`src/design/bcl_pkg.sv`:
```
package bcl_pkg;

    localparam int COUNTER_WIDTH_DEF = 16;

    localparam int CLICK_TIMEOUT_W = 8;
    localparam int LONG_PRESS_W    = 16;
    localparam int CFG_DATA_W      = 16;
    localparam int CFG_INDEX_W     = 1;

    localparam logic [CLICK_TIMEOUT_W-1:0] CLICK_TIMEOUT_RST = 8'd30;
    localparam logic [LONG_PRESS_W-1:0]    LONG_PRESS_RST    = 16'd200;

    localparam logic [CFG_INDEX_W-1:0] REG_CLICK_TIMEOUT = 1'b0;
    localparam logic [CFG_INDEX_W-1:0] REG_LONG_PRESS    = 1'b1;

    localparam logic [1:0] CLICK_NONE   = 2'd0;
    localparam logic [1:0] CLICK_SINGLE = 2'd1;
    localparam logic [1:0] CLICK_DOUBLE = 2'd2;

    typedef struct packed {
        logic       press_latch;
        logic       edge_lock;
        logic [1:0] press_tally;
        logic       long_fired;
    } bcl_flags_t;

endpackage

```
`src/design/bcl_step.sv`:
```
module bcl_step
    import bcl_pkg::*;
#(
    parameter int COUNTER_WIDTH = COUNTER_WIDTH_DEF
) (
    input  logic                       key,
    input  logic [CLICK_TIMEOUT_W-1:0] click_timeout,
    input  logic [LONG_PRESS_W-1:0]    long_press_ticks,
    input  bcl_flags_t                 flags,
    input  logic [COUNTER_WIDTH-1:0]   wait_count,
    input  logic [COUNTER_WIDTH-1:0]   hold_count,
    input  logic [COUNTER_WIDTH-1:0]   long_count,
    output bcl_flags_t                 flags_next,
    output logic [COUNTER_WIDTH-1:0]   wait_next,
    output logic [COUNTER_WIDTH-1:0]   hold_next,
    output logic [COUNTER_WIDTH-1:0]   long_next,
    output logic [1:0]                 click,
    output logic                       long_press
);

    localparam int CMP_W = (COUNTER_WIDTH > LONG_PRESS_W) ? COUNTER_WIDTH : LONG_PRESS_W;
    localparam logic [COUNTER_WIDTH-1:0] CNT_MAX = '1;

    logic [COUNTER_WIDTH-1:0] wait_inc;
    logic [COUNTER_WIDTH-1:0] hold_inc;
    logic [COUNTER_WIDTH-1:0] long_inc;
    logic [COUNTER_WIDTH-1:0] ct_ext;

    assign wait_inc = (wait_count == CNT_MAX) ? wait_count : wait_count + 1'b1;
    assign hold_inc = (hold_count == CNT_MAX) ? hold_count : hold_count + 1'b1;
    assign long_inc = (long_count == CNT_MAX) ? long_count : long_count + 1'b1;
    assign ct_ext   = COUNTER_WIDTH'(click_timeout);

    always_comb
    begin
        flags_next = flags;
        wait_next  = wait_count;
        click      = CLICK_NONE;
        hold_next  = key ? hold_inc : '0;

        if (key)
        begin
            flags_next.press_latch = 1'b1;
        end

        if (!flags.edge_lock)
        begin
            if (flags_next.press_latch)
            begin
                if (flags.press_tally != 2'd3)
                begin
                    flags_next.press_tally = flags.press_tally + 2'd1;
                end
                flags_next.edge_lock = 1'b1;
            end
            if (flags_next.press_tally == 2'd2)
            begin
                flags_next.press_tally = 2'd0;
                wait_next              = '0;
                click                  = CLICK_DOUBLE;
            end
        end

        if (click != CLICK_DOUBLE)
        begin
            if (!key)
            begin
                flags_next.press_latch = 1'b0;
                flags_next.edge_lock   = 1'b0;
            end
            if (flags_next.press_tally == 2'd1)
            begin
                wait_next = wait_inc;
                if (wait_inc > ct_ext && hold_next < ct_ext)
                begin
                    flags_next.press_tally = 2'd0;
                    wait_next              = '0;
                    click                  = CLICK_SINGLE;
                end
            end
        end

        long_next  = long_count;
        long_press = 1'b0;
        if (key)
        begin
            if (!flags.long_fired)
            begin
                long_next = long_inc;
            end
        end
        else
        begin
            long_next             = '0;
            flags_next.long_fired = 1'b0;
        end
        if (CMP_W'(long_next) > CMP_W'(long_press_ticks))
        begin
            flags_next.long_fired = 1'b1;
            long_next             = '0;
            long_press            = 1'b1;
        end
    end

endmodule

```
`src/design/button_click_long_press_detector.sv`:
```
// Button click and long-press detector.
// The input channel (in_valid, in_ready, key_pressed) carries one sampled
// button level per item, one item per tick of the debounce clock.
// Each accepted item yields exactly one result item on the output channel
// (out_valid, out_ready, click_event, long_press_event): click_event is 0 for
// none, 1 for a single click and 2 for a double click, and long_press_event
// pulses on the item where the hold first exceeds long_press_ticks.
// out_valid is registered and rises in the cycle after acceptance.
// Throughput is one item per cycle: the classifier state and the result
// register both update in the accepting cycle, so in_ready stays high while
// out_ready is high. When the receiver stalls, the result holds in the
// output register and in_ready drops until it is taken.
// Reset clears all counters and flags, empties the output register and
// loads click_timeout = 30 and long_press_ticks = 200. The configuration
// port (cfg_wr_en, cfg_index, cfg_wdata) writes register 0 (click_timeout,
// low 8 bits) or register 1 (long_press_ticks) and should only be used
// while no item is in flight.
module button_click_long_press_detector
    import bcl_pkg::*;
#(
    parameter int COUNTER_WIDTH = COUNTER_WIDTH_DEF
) (
    input  logic                   clk,
    input  logic                   rst_n,
    input  logic                   in_valid,
    output logic                   in_ready,
    input  logic                   key_pressed,
    output logic                   out_valid,
    input  logic                   out_ready,
    output logic [1:0]             click_event,
    output logic                   long_press_event,
    input  logic                   cfg_wr_en,
    input  logic [CFG_INDEX_W-1:0] cfg_index,
    input  logic [CFG_DATA_W-1:0]  cfg_wdata
);

    logic [CLICK_TIMEOUT_W-1:0] click_timeout_reg;
    logic [LONG_PRESS_W-1:0]    long_press_ticks_reg;
    bcl_flags_t                 flags_reg;
    bcl_flags_t                 flags_next;
    logic [COUNTER_WIDTH-1:0]   wait_reg;
    logic [COUNTER_WIDTH-1:0]   wait_next;
    logic [COUNTER_WIDTH-1:0]   hold_reg;
    logic [COUNTER_WIDTH-1:0]   hold_next;
    logic [COUNTER_WIDTH-1:0]   long_reg;
    logic [COUNTER_WIDTH-1:0]   long_next;
    logic [1:0]                 click_next;
    logic                       long_press_next;
    logic                       out_valid_reg;
    logic [1:0]                 click_reg;
    logic                       long_press_reg;
    logic                       accept;

    assign in_ready         = !out_valid_reg || out_ready;
    assign accept           = in_valid && in_ready;
    assign out_valid        = out_valid_reg;
    assign click_event      = click_reg;
    assign long_press_event = long_press_reg;

    bcl_step #(
        .COUNTER_WIDTH(COUNTER_WIDTH)
    ) u_step (
        .key              (key_pressed),
        .click_timeout    (click_timeout_reg),
        .long_press_ticks (long_press_ticks_reg),
        .flags            (flags_reg),
        .wait_count       (wait_reg),
        .hold_count       (hold_reg),
        .long_count       (long_reg),
        .flags_next       (flags_next),
        .wait_next        (wait_next),
        .hold_next        (hold_next),
        .long_next        (long_next),
        .click            (click_next),
        .long_press       (long_press_next)
    );

    always_ff @(posedge clk or negedge rst_n)
    begin
        if (!rst_n)
        begin
            click_timeout_reg    <= CLICK_TIMEOUT_RST;
            long_press_ticks_reg <= LONG_PRESS_RST;
        end
        else if (cfg_wr_en)
        begin
            unique case (cfg_index)
                REG_CLICK_TIMEOUT: click_timeout_reg    <= cfg_wdata[CLICK_TIMEOUT_W-1:0];
                REG_LONG_PRESS:    long_press_ticks_reg <= cfg_wdata[LONG_PRESS_W-1:0];
                default:           ;
            endcase
        end
    end

    always_ff @(posedge clk or negedge rst_n)
    begin
        if (!rst_n)
        begin
            flags_reg     <= '0;
            wait_reg      <= '0;
            hold_reg      <= '0;
            long_reg      <= '0;
            out_valid_reg <= 1'b0;
        end
        else
        begin
            if (accept)
            begin
                flags_reg <= flags_next;
                wait_reg  <= wait_next;
                hold_reg  <= hold_next;
                long_reg  <= long_next;
            end
            if (accept)
            begin
                out_valid_reg <= 1'b1;
            end
            else if (out_ready)
            begin
                out_valid_reg <= 1'b0;
            end
        end
    end

    always_ff @(posedge clk)
    begin
        if (accept)
        begin
            click_reg      <= click_next;
            long_press_reg <= long_press_next;
        end
    end

    a_accept_gives_result: assert property (@(posedge clk) disable iff (!rst_n)
        accept |=> out_valid_reg)
        else $error("accepted item produced no result");

    a_double_clears: assert property (@(posedge clk) disable iff (!rst_n)
        (accept && click_next == CLICK_DOUBLE) |=>
            (flags_reg.press_tally == 2'd0 && wait_reg == '0))
        else $error("double click did not clear the press tally");

    a_release_rearms: assert property (@(posedge clk) disable iff (!rst_n)
        (accept && !key_pressed) |=>
            (!flags_reg.long_fired && hold_reg == '0 && !flags_reg.edge_lock))
        else $error("release did not re-arm the detector");

    a_long_press_once: assert property (@(posedge clk) disable iff (!rst_n)
        (accept && long_press_next) |=> (flags_reg.long_fired && long_reg == '0))
        else $error("long press did not latch its fired flag");

endmodule
```
`config.mk`:
```
export PLATFORM = sky130hd
export DESIGN_NAME = button_click_long_press_detector
export DESIGN_NICKNAME = d
export VERILOG_FILES = /design/src/design/bcl_pkg.sv /design/src/design/bcl_step.sv /design/src/design/button_click_long_press_detector.sv
export SDC_FILE = /design/constraint.sdc
export NUM_CORES = 1
export LEC_CHECK = 0
export ABC_CLOCK_PERIOD_IN_PS = 4050
export BUFFER_PORTS_ARGS = -buffer_cell sky130_fd_sc_hd__buf_4
export CORE_MARGIN = 2
export CORE_UTILIZATION = 56
export DETAILED_ROUTE_END_ITERATION = 8
export PLACE_DENSITY = 0.84
export SYNTH_ARGS = -nofsm -noshare
export SYNTH_HDL_FRONTEND = slang
export SYNTH_SLANG_ARGS = --single-unit
```
`constraint.sdc`:
```
create_clock -name clk -period 4.05 [get_ports clk]
set_input_delay 0.2025 -clock clk [delete_from_list [all_inputs] [get_ports clk]]
set_output_delay 0.2025 -clock clk [all_outputs]
set_load 0.02 [all_outputs]
```
======== Word level (Yosys, flattened, before mapping) ========
Cells that the tools add are included.
storage, ports and cells
  input port bits ......................... 23
  memory bits (read-only) ................. 0
  register bits after elaboration ......... 81
  memories kept ........................... 0
  word-level logic and storage cells ...... 68
  bits in writable memories ............... 0
  latch bits .............................. 0
  output and inout port bits .............. 5
operators by class
  $add $sub $neg .......................... 4
  shift-type cells ........................ 0
  reduce and logical (&&, ||, !) cells .... 8
  $mul .................................... 0
  mux-type cells .......................... 32
  eq/ne operators ......................... 8
  divide/modulo/power cells ............... 0
  $lt $le $gt $ge ......................... 3
  bitwise operators ....................... 1
operators with widths
  cell                   number
  $mux 16                12
  $add 16x1->16 const B  3
  $eq 16x16->1 const B   3
  $mux 2                 10
  $gt 16x16->1           1
  $gt 16x8->1            1
  $lt 16x8->1            1
  $mux 3                 3
  $mux 1                 6
  $reduce_and 2->1       3
  $mux 4                 1
  $ne 2x2->1 const B     2
  $add 2x1->2 const B    1
  $eq 2x1->1 const B     1
  $eq 2x2->1 const B     1
  $logic_and 1x1->1      2
  $ne 2x1->1 const B     1
  $reduce_bool 2->1      1
  $logic_not 1->1        1
  $logic_or 1x1->1       1
  $not 1->1              1

======== Logic depth before layout (Yosys ltp) ========
  word-level depth ........................ 10
  gate-level depth with buffers ........... 18
  mapped depth without buffers ............ 15

======== Cells and area by module ========
From an unflattened synthesis, not the netlist that was laid out.
second synthesis, totals
  cell total of the unflattened synthesis .. 587
  area total of the unflattened synthesis .. 5834.3 um^2
modules (own cells, without submodules)
  module                            cells an instance  area each (um^2)  seq. area each (um^2)  instances
  button_click_long_press_detector  171                3215.6            2050.7                 1
  bcl_step                          416                2618.8            0.0                    1

======== Worst setup path after synthesis ========
OpenSTA, ideal clock, no wires.
  path type ............................... register -> register
  start point ............................. register wait_reg[0]
  end point ............................... register wait_reg[0]
  cell stages (with the launch flop) ...... 16
  buffers on the path ..................... 0
  arrival time ............................ 3.702 ns
  period minus slack after synthesis ...... 3.793 ns
  data required time ...................... 3.958 ns
  setup slack ............................. 0.257 ns
  library setup time ...................... 0.092 ns
  cells stage by stage .................... dfrtp_1 -> ha_1 -> nand4_1 -> nor4_1 -> nand3_1 -> nand4_1 -> nor3_1 -> or2_2 -> ha_1 -> a21oi_1 -> nand2_1 -> a21oi_1 -> a21oi_1 -> a2111oi_4 -> o21ai_2 -> o31ai_2
on the way
  cells in the longest elaborated chain, start to end .. 7
  elaborated cells between the ends (all ways) .. 10
  those cells by class .................... 1 x add/sub; 1 x order compare; 1 x eq/ne; 6 x mux; 1 x reduce/logical
RTL lines
  what                                                  RTL line                                 text
  start: declaration                                    button_click_long_press_detector.sv:41   logic [COUNTER_WIDTH-1:0] wait_reg;
  start signal: assignment                              button_click_long_press_detector.sv:110  wait_reg <= wait_next;
  $add 16x1->16 / $eq 16x16->1 (equally long branches)  bcl_step.sv:29                           assign wait_inc = (wait_count == CNT_MAX) ? wait_count : wait_count + 1'b1;
  $mux 16                                               bcl_step.sv:29
  $gt 16x8->1                                           bcl_step.sv:74                           if (wait_inc > ct_ext && hold_next < ct_ext)
  $logic_and 1x1->1                                     bcl_step.sv:74
  $mux 16                                               bcl_step.sv:74
  $mux 16                                               bcl_step.sv:71                           if (flags_next.press_tally == 2'd1)
  $mux 16 *                                             bcl_step.sv:64                           if (click != CLICK_DOUBLE)
Mark *: on every way between the ends. The rest lies on a longest branch, timed or not.
A chain may end at the register's enable or synchronous reset.

======== Worst setup path in the final report ========
  start point ............................. register long_reg[0]
  end point ............................... register long_reg[1]
on the way
  cells in the longest elaborated chain, start to end .. 6
  elaborated cells between the ends (all ways) .. 7
  those cells by class .................... 1 x add/sub; 1 x order compare; 1 x eq/ne; 4 x mux
RTL lines
  what                                                  RTL line                                 text
  start: declaration                                    button_click_long_press_detector.sv:45   logic [COUNTER_WIDTH-1:0] long_reg;
  start signal: assignment                              button_click_long_press_detector.sv:112  long_reg <= long_next;
  $add 16x1->16 / $eq 16x16->1 (equally long branches)  bcl_step.sv:31                           assign long_inc = (long_count == CNT_MAX) ? long_count : long_count + 1'b1;
  $mux 16                                               bcl_step.sv:31
  $mux 16 *                                             bcl_step.sv:87                           if (!flags.long_fired)
  $mux 16 *                                             bcl_step.sv:85                           if (key)
  $gt 16x16->1                                          bcl_step.sv:97                           if (CMP_W'(long_next) > CMP_W'(long_press_ticks))
  $mux 16 *                                             bcl_step.sv:97
Marked as above.

==> results.py <==
metrics = {
    "setup_path": {
        "ff2ff_setup_slack_ns": 0.10,
        "rr_endpoint": "long_reg[1]$_DFFE_PN0P_",
        "crit_buf_inv": 0,
        "cpMaxStageDelayCell": "dfrtp_1",
        "path_cells": "ha_1, and3_1, and4_1, a21oi_4, mux2i_1, nor2_1, ha_1, nor2b_1, o21a_1, o21a_1, o21ai_0, a21oi_1, o31a_4, o41ai_1",
        "r2r-start": "long_reg[0]$_DFFE_PN0P_",
        "cp.arrival_ns": 4.20,
        "critPathMaxFanout": 18,
        "crit_family": "compound AO/OA/AOI/OAI gates",
        "end_kind": "flop",
        "path_class": "flop to flop",
        "ff2ff_path_depth": 14,
        "start_kind": "flop",
        "critPathRequiredTime_ns": 4.30,
        "crit_path_max_incr_delay_ns": 0.45,
    },
    "grt": {
        "grt_usage": 0.249,
        "antenna_found_initial": 0,
        "grt_overflow": 0,
        "grt_first_pass_wirelength_um": 22400,
        "grt_pass1_vias": 4721,
        "grt_max_degree": 79,
    },
    "sta": {
        "layout_min_cycle_time_ns": 3.95,
        "period_share": 0.974,
        "hold_violations": 0,
        "tightest_slew_ns": 1.11,
        "fmax_mhz": 253,
        "slew_headroom": 0.256,
        "finalSetupViolCount": 0,
        "drv_slew": 0,
        "skew_ns": 0.0134,
    },
    "job": {
        "drv_cap": 0,
    },
    "synth": {
        "synth_top_area_frac": 0.317,
        "ys_top_cells_by_area": "dfrtp_1 32%, ha_1 7.6%, nand2_1 6.6%",
        "synthFlopType": "dfrtp_1",
        "netlist_area_um2": 5600,
        "synth-seq-cells": 81,
        "synth-adder-area-share": 0.0759,
        "synth_cells": 632,
        "mappedNetlistNets": 689,
        "synth_top_area_cell": "dfrtp_1",
        "synth_xor_area_frac": 0.0297,
        "ys_seq_area_frac": 0.366,
        "synthSimpleGateAreaFrac": 0.245,
        "synth-compound-area-share": 0.175,
        "synth_top_family_by_area": "simple AND/OR/NAND/NOR gates",
        "synth-edff-count": 3,
        "postSynthAreaPerCell_um2": 8.87,
        "synth_cell_types": 76,
        "yosysWarnings": 0,
        "synthArstFlopShare": 0.963,
        "synth_mux_area_frac": 0.0567,
    },
    "layout": {
        "layout_common_cells": "99 x nand2_1, 71 x dfrtp_1, 44 x o21ai_0",
        "final_common_cell": "nand2_1",
        "utilization": 0.626,
        "nets": 703,
        "diodes": 0,
        "layout-drive-gt1-share": 0.175,
        "areaGrowthSynthToFinish_pct": 8.60,
    },
    "power_and_ir_drop": {
        "p_per_area_nw_per_um2": 350,
        "peakVddDrop_mv": 0.323,
        "leakagePower_uw": 0.00268,
        "power.total_uw": 2130,
    },
    "clock_network": {
        "hold_buffers": 0,
        "htree_levels": 3,
        "cts_tree": "yes",
        "path_clk_slew_ns": 0.10,
        "clk_latency_ns": 0.36,
        "clockBufferDepth": 2,
        "cts_buffers": 9,
        "clkSinkCount": 81,
        "root_buffer": "clkbuf_8",
    },
    "die": {
        "die_w_um": 104,
        "fp.dieH_um": 104,
        "row_count": 36,
        "die_area_um2": 10800,
        "pin_count": 28,
        "core_um2": 9730,
        "initial_utilization": 0.576,
    },
    "outcome": {
        "status": "finished, final reports clean",
    },
    "route": {
        "vias": 4897,
        "wl_per_cell_um": 16.6,
        "postRouteAntennaNets": 0,
        "finalWirelength_um": 13000,
        "detail_route.first_pass.iterations": 5,
        "dr.first_iter.drc_count": 397,
        "drc": 0,
        "vias_per_cell": 6.25,
    },
    "placement": {
        "hpwl_um": 9150,
        "gp_congestion": 0.998,
        "port_buffers": 27,
    },
    "min_path": {
        "min_path_type": "input port to asynchronous set/reset pin",
    },
}
## how the worst max path moves through the flow
stage / depth (start not counted) / startpoint / slack [ns] / endpoint
after floorplan: 15 / wait_reg[0]$_DFFE_PN0P_ / 0.26 / wait_reg[0]$_DFFE_PN0P_
after global placement: 14 / long_reg[0]$_DFFE_PN0P_ / 0.27 / long_reg[1]$_DFFE_PN0P_
after CTS: 14 / long_reg[0]$_DFFE_PN0P_ / 0.003 / long_reg[1]$_DFFE_PN0P_
final: 14 / long_reg[0]$_DFFE_PN0P_ / 0.10 / long_reg[1]$_DFFE_PN0P_
after detailed placement: 14 / wait_reg[0]$_DFFE_PN0P_ / 0.02 / wait_reg[1]$_DFFE_PN0P_
after global routing: 14 / long_reg[1]$_DFFE_PN0P_ / -0.07 / long_reg[1]$_DFFE_PN0P_
## logic make-up after synthesis
family | after synthesis
adders and majority gates | 34
muxes | 29
buffers and inverters | 63
AOI/OAI and AO/OA | 146
xor gates and xnor gates | 19
DFF | 81
and+or+nand+nor | 260
## per-stage QoR
step / instance area [µm²] / setup slack, ns / hold WS (ns) / TNS (ns) / instances
2_1_floorplan: 5600 / 0.257 / -0.0931 / 0 / 632
3_3_place_gp: 5870 / 0.273 / 0.412 / 0 / 768
3_5_place_dp: 5870 / 0.0153 / 0.415 / 0 / 768
4_1_cts: 6050 / 0.00312 / 0.0357 / 0 / 784
5_1_grt: 6090 / -0.0670 / 0.0459 / -0.161 / 784
6_report: 6090 / 0.104 / 0.000203 / 0 / 784
## report_power, final
part / switching, µW / internal [µW] / leakage, µW
Sequential: 98.4 / 905 / 0.00104
Clock: 322 / 227 / 0.0000858
Combinational: 337 / 239 / 0.00155
Total: 757 / 1370 / 0.00268
## cell type report
cell class	count	area, µm²
clock buffers	9	124
clock inverters	7	55.1
fillers	814	3640
inverters	30	113
multi-input cells	488	3310
flip-flops and latches	81	2050
well taps	133	166
repair buffers	36	270
## per-layer routing
layer | routed length [µm] | global-route usage
met5 | 0 | 0
met4 | 252 | 0.0849
met3 | 832 | 0.0445
met2 | 5910 | 0.382
met1 | 6020 | 0.357
## synthesized netlist by cell type, types with 3 or more instances
| cell type | number |
|---|---|
| clkbuf_8 | 3 |
| a31oi_1 | 6 |
| nor2_1 | 31 |
| o211ai_1 | 8 |
| clkbuf_1 | 22 |
| a21oi_1 | 25 |
| xnor2_1 | 11 |
| nand2b_1 | 5 |
| o41ai_1 | 3 |
| nand4_1 | 23 |
| edfxtp_1 | 3 |
| or2_2 | 4 |
| or3_1 | 3 |
| o221ai_1 | 3 |
| and3_1 | 9 |
| a21o_1 | 6 |
| o21a_1 | 10 |
| nand3_1 | 23 |
| a2111oi_0 | 3 |
| o31a_1 | 3 |
| ha_1 | 34 |
| xor2_1 | 8 |
| buf_2 | 3 |
| inv_1 | 28 |
| mux2_2 | 22 |
| o21ai_0 | 44 |
| dfstp_2 | 7 |
| mux2i_1 | 7 |
| nor3_1 | 12 |
| nor4_1 | 7 |
| nand2_1 | 99 |
| dfrtp_1 | 71 |
| nor2b_1 | 7 |
| a31o_2 | 3 |
| and2_1 | 7 |
| o31ai_1 | 9 |
| and4_1 | 10 |
## timing repair
item / 4_1_cts / 5_1_grt
gates resized for setup: 1 / 7
pin swaps: 0 / 1
endpoints found under the setup margin: 1 / 35
buffers inserted: 0 / 0
(Power assumes the default switching activity.)
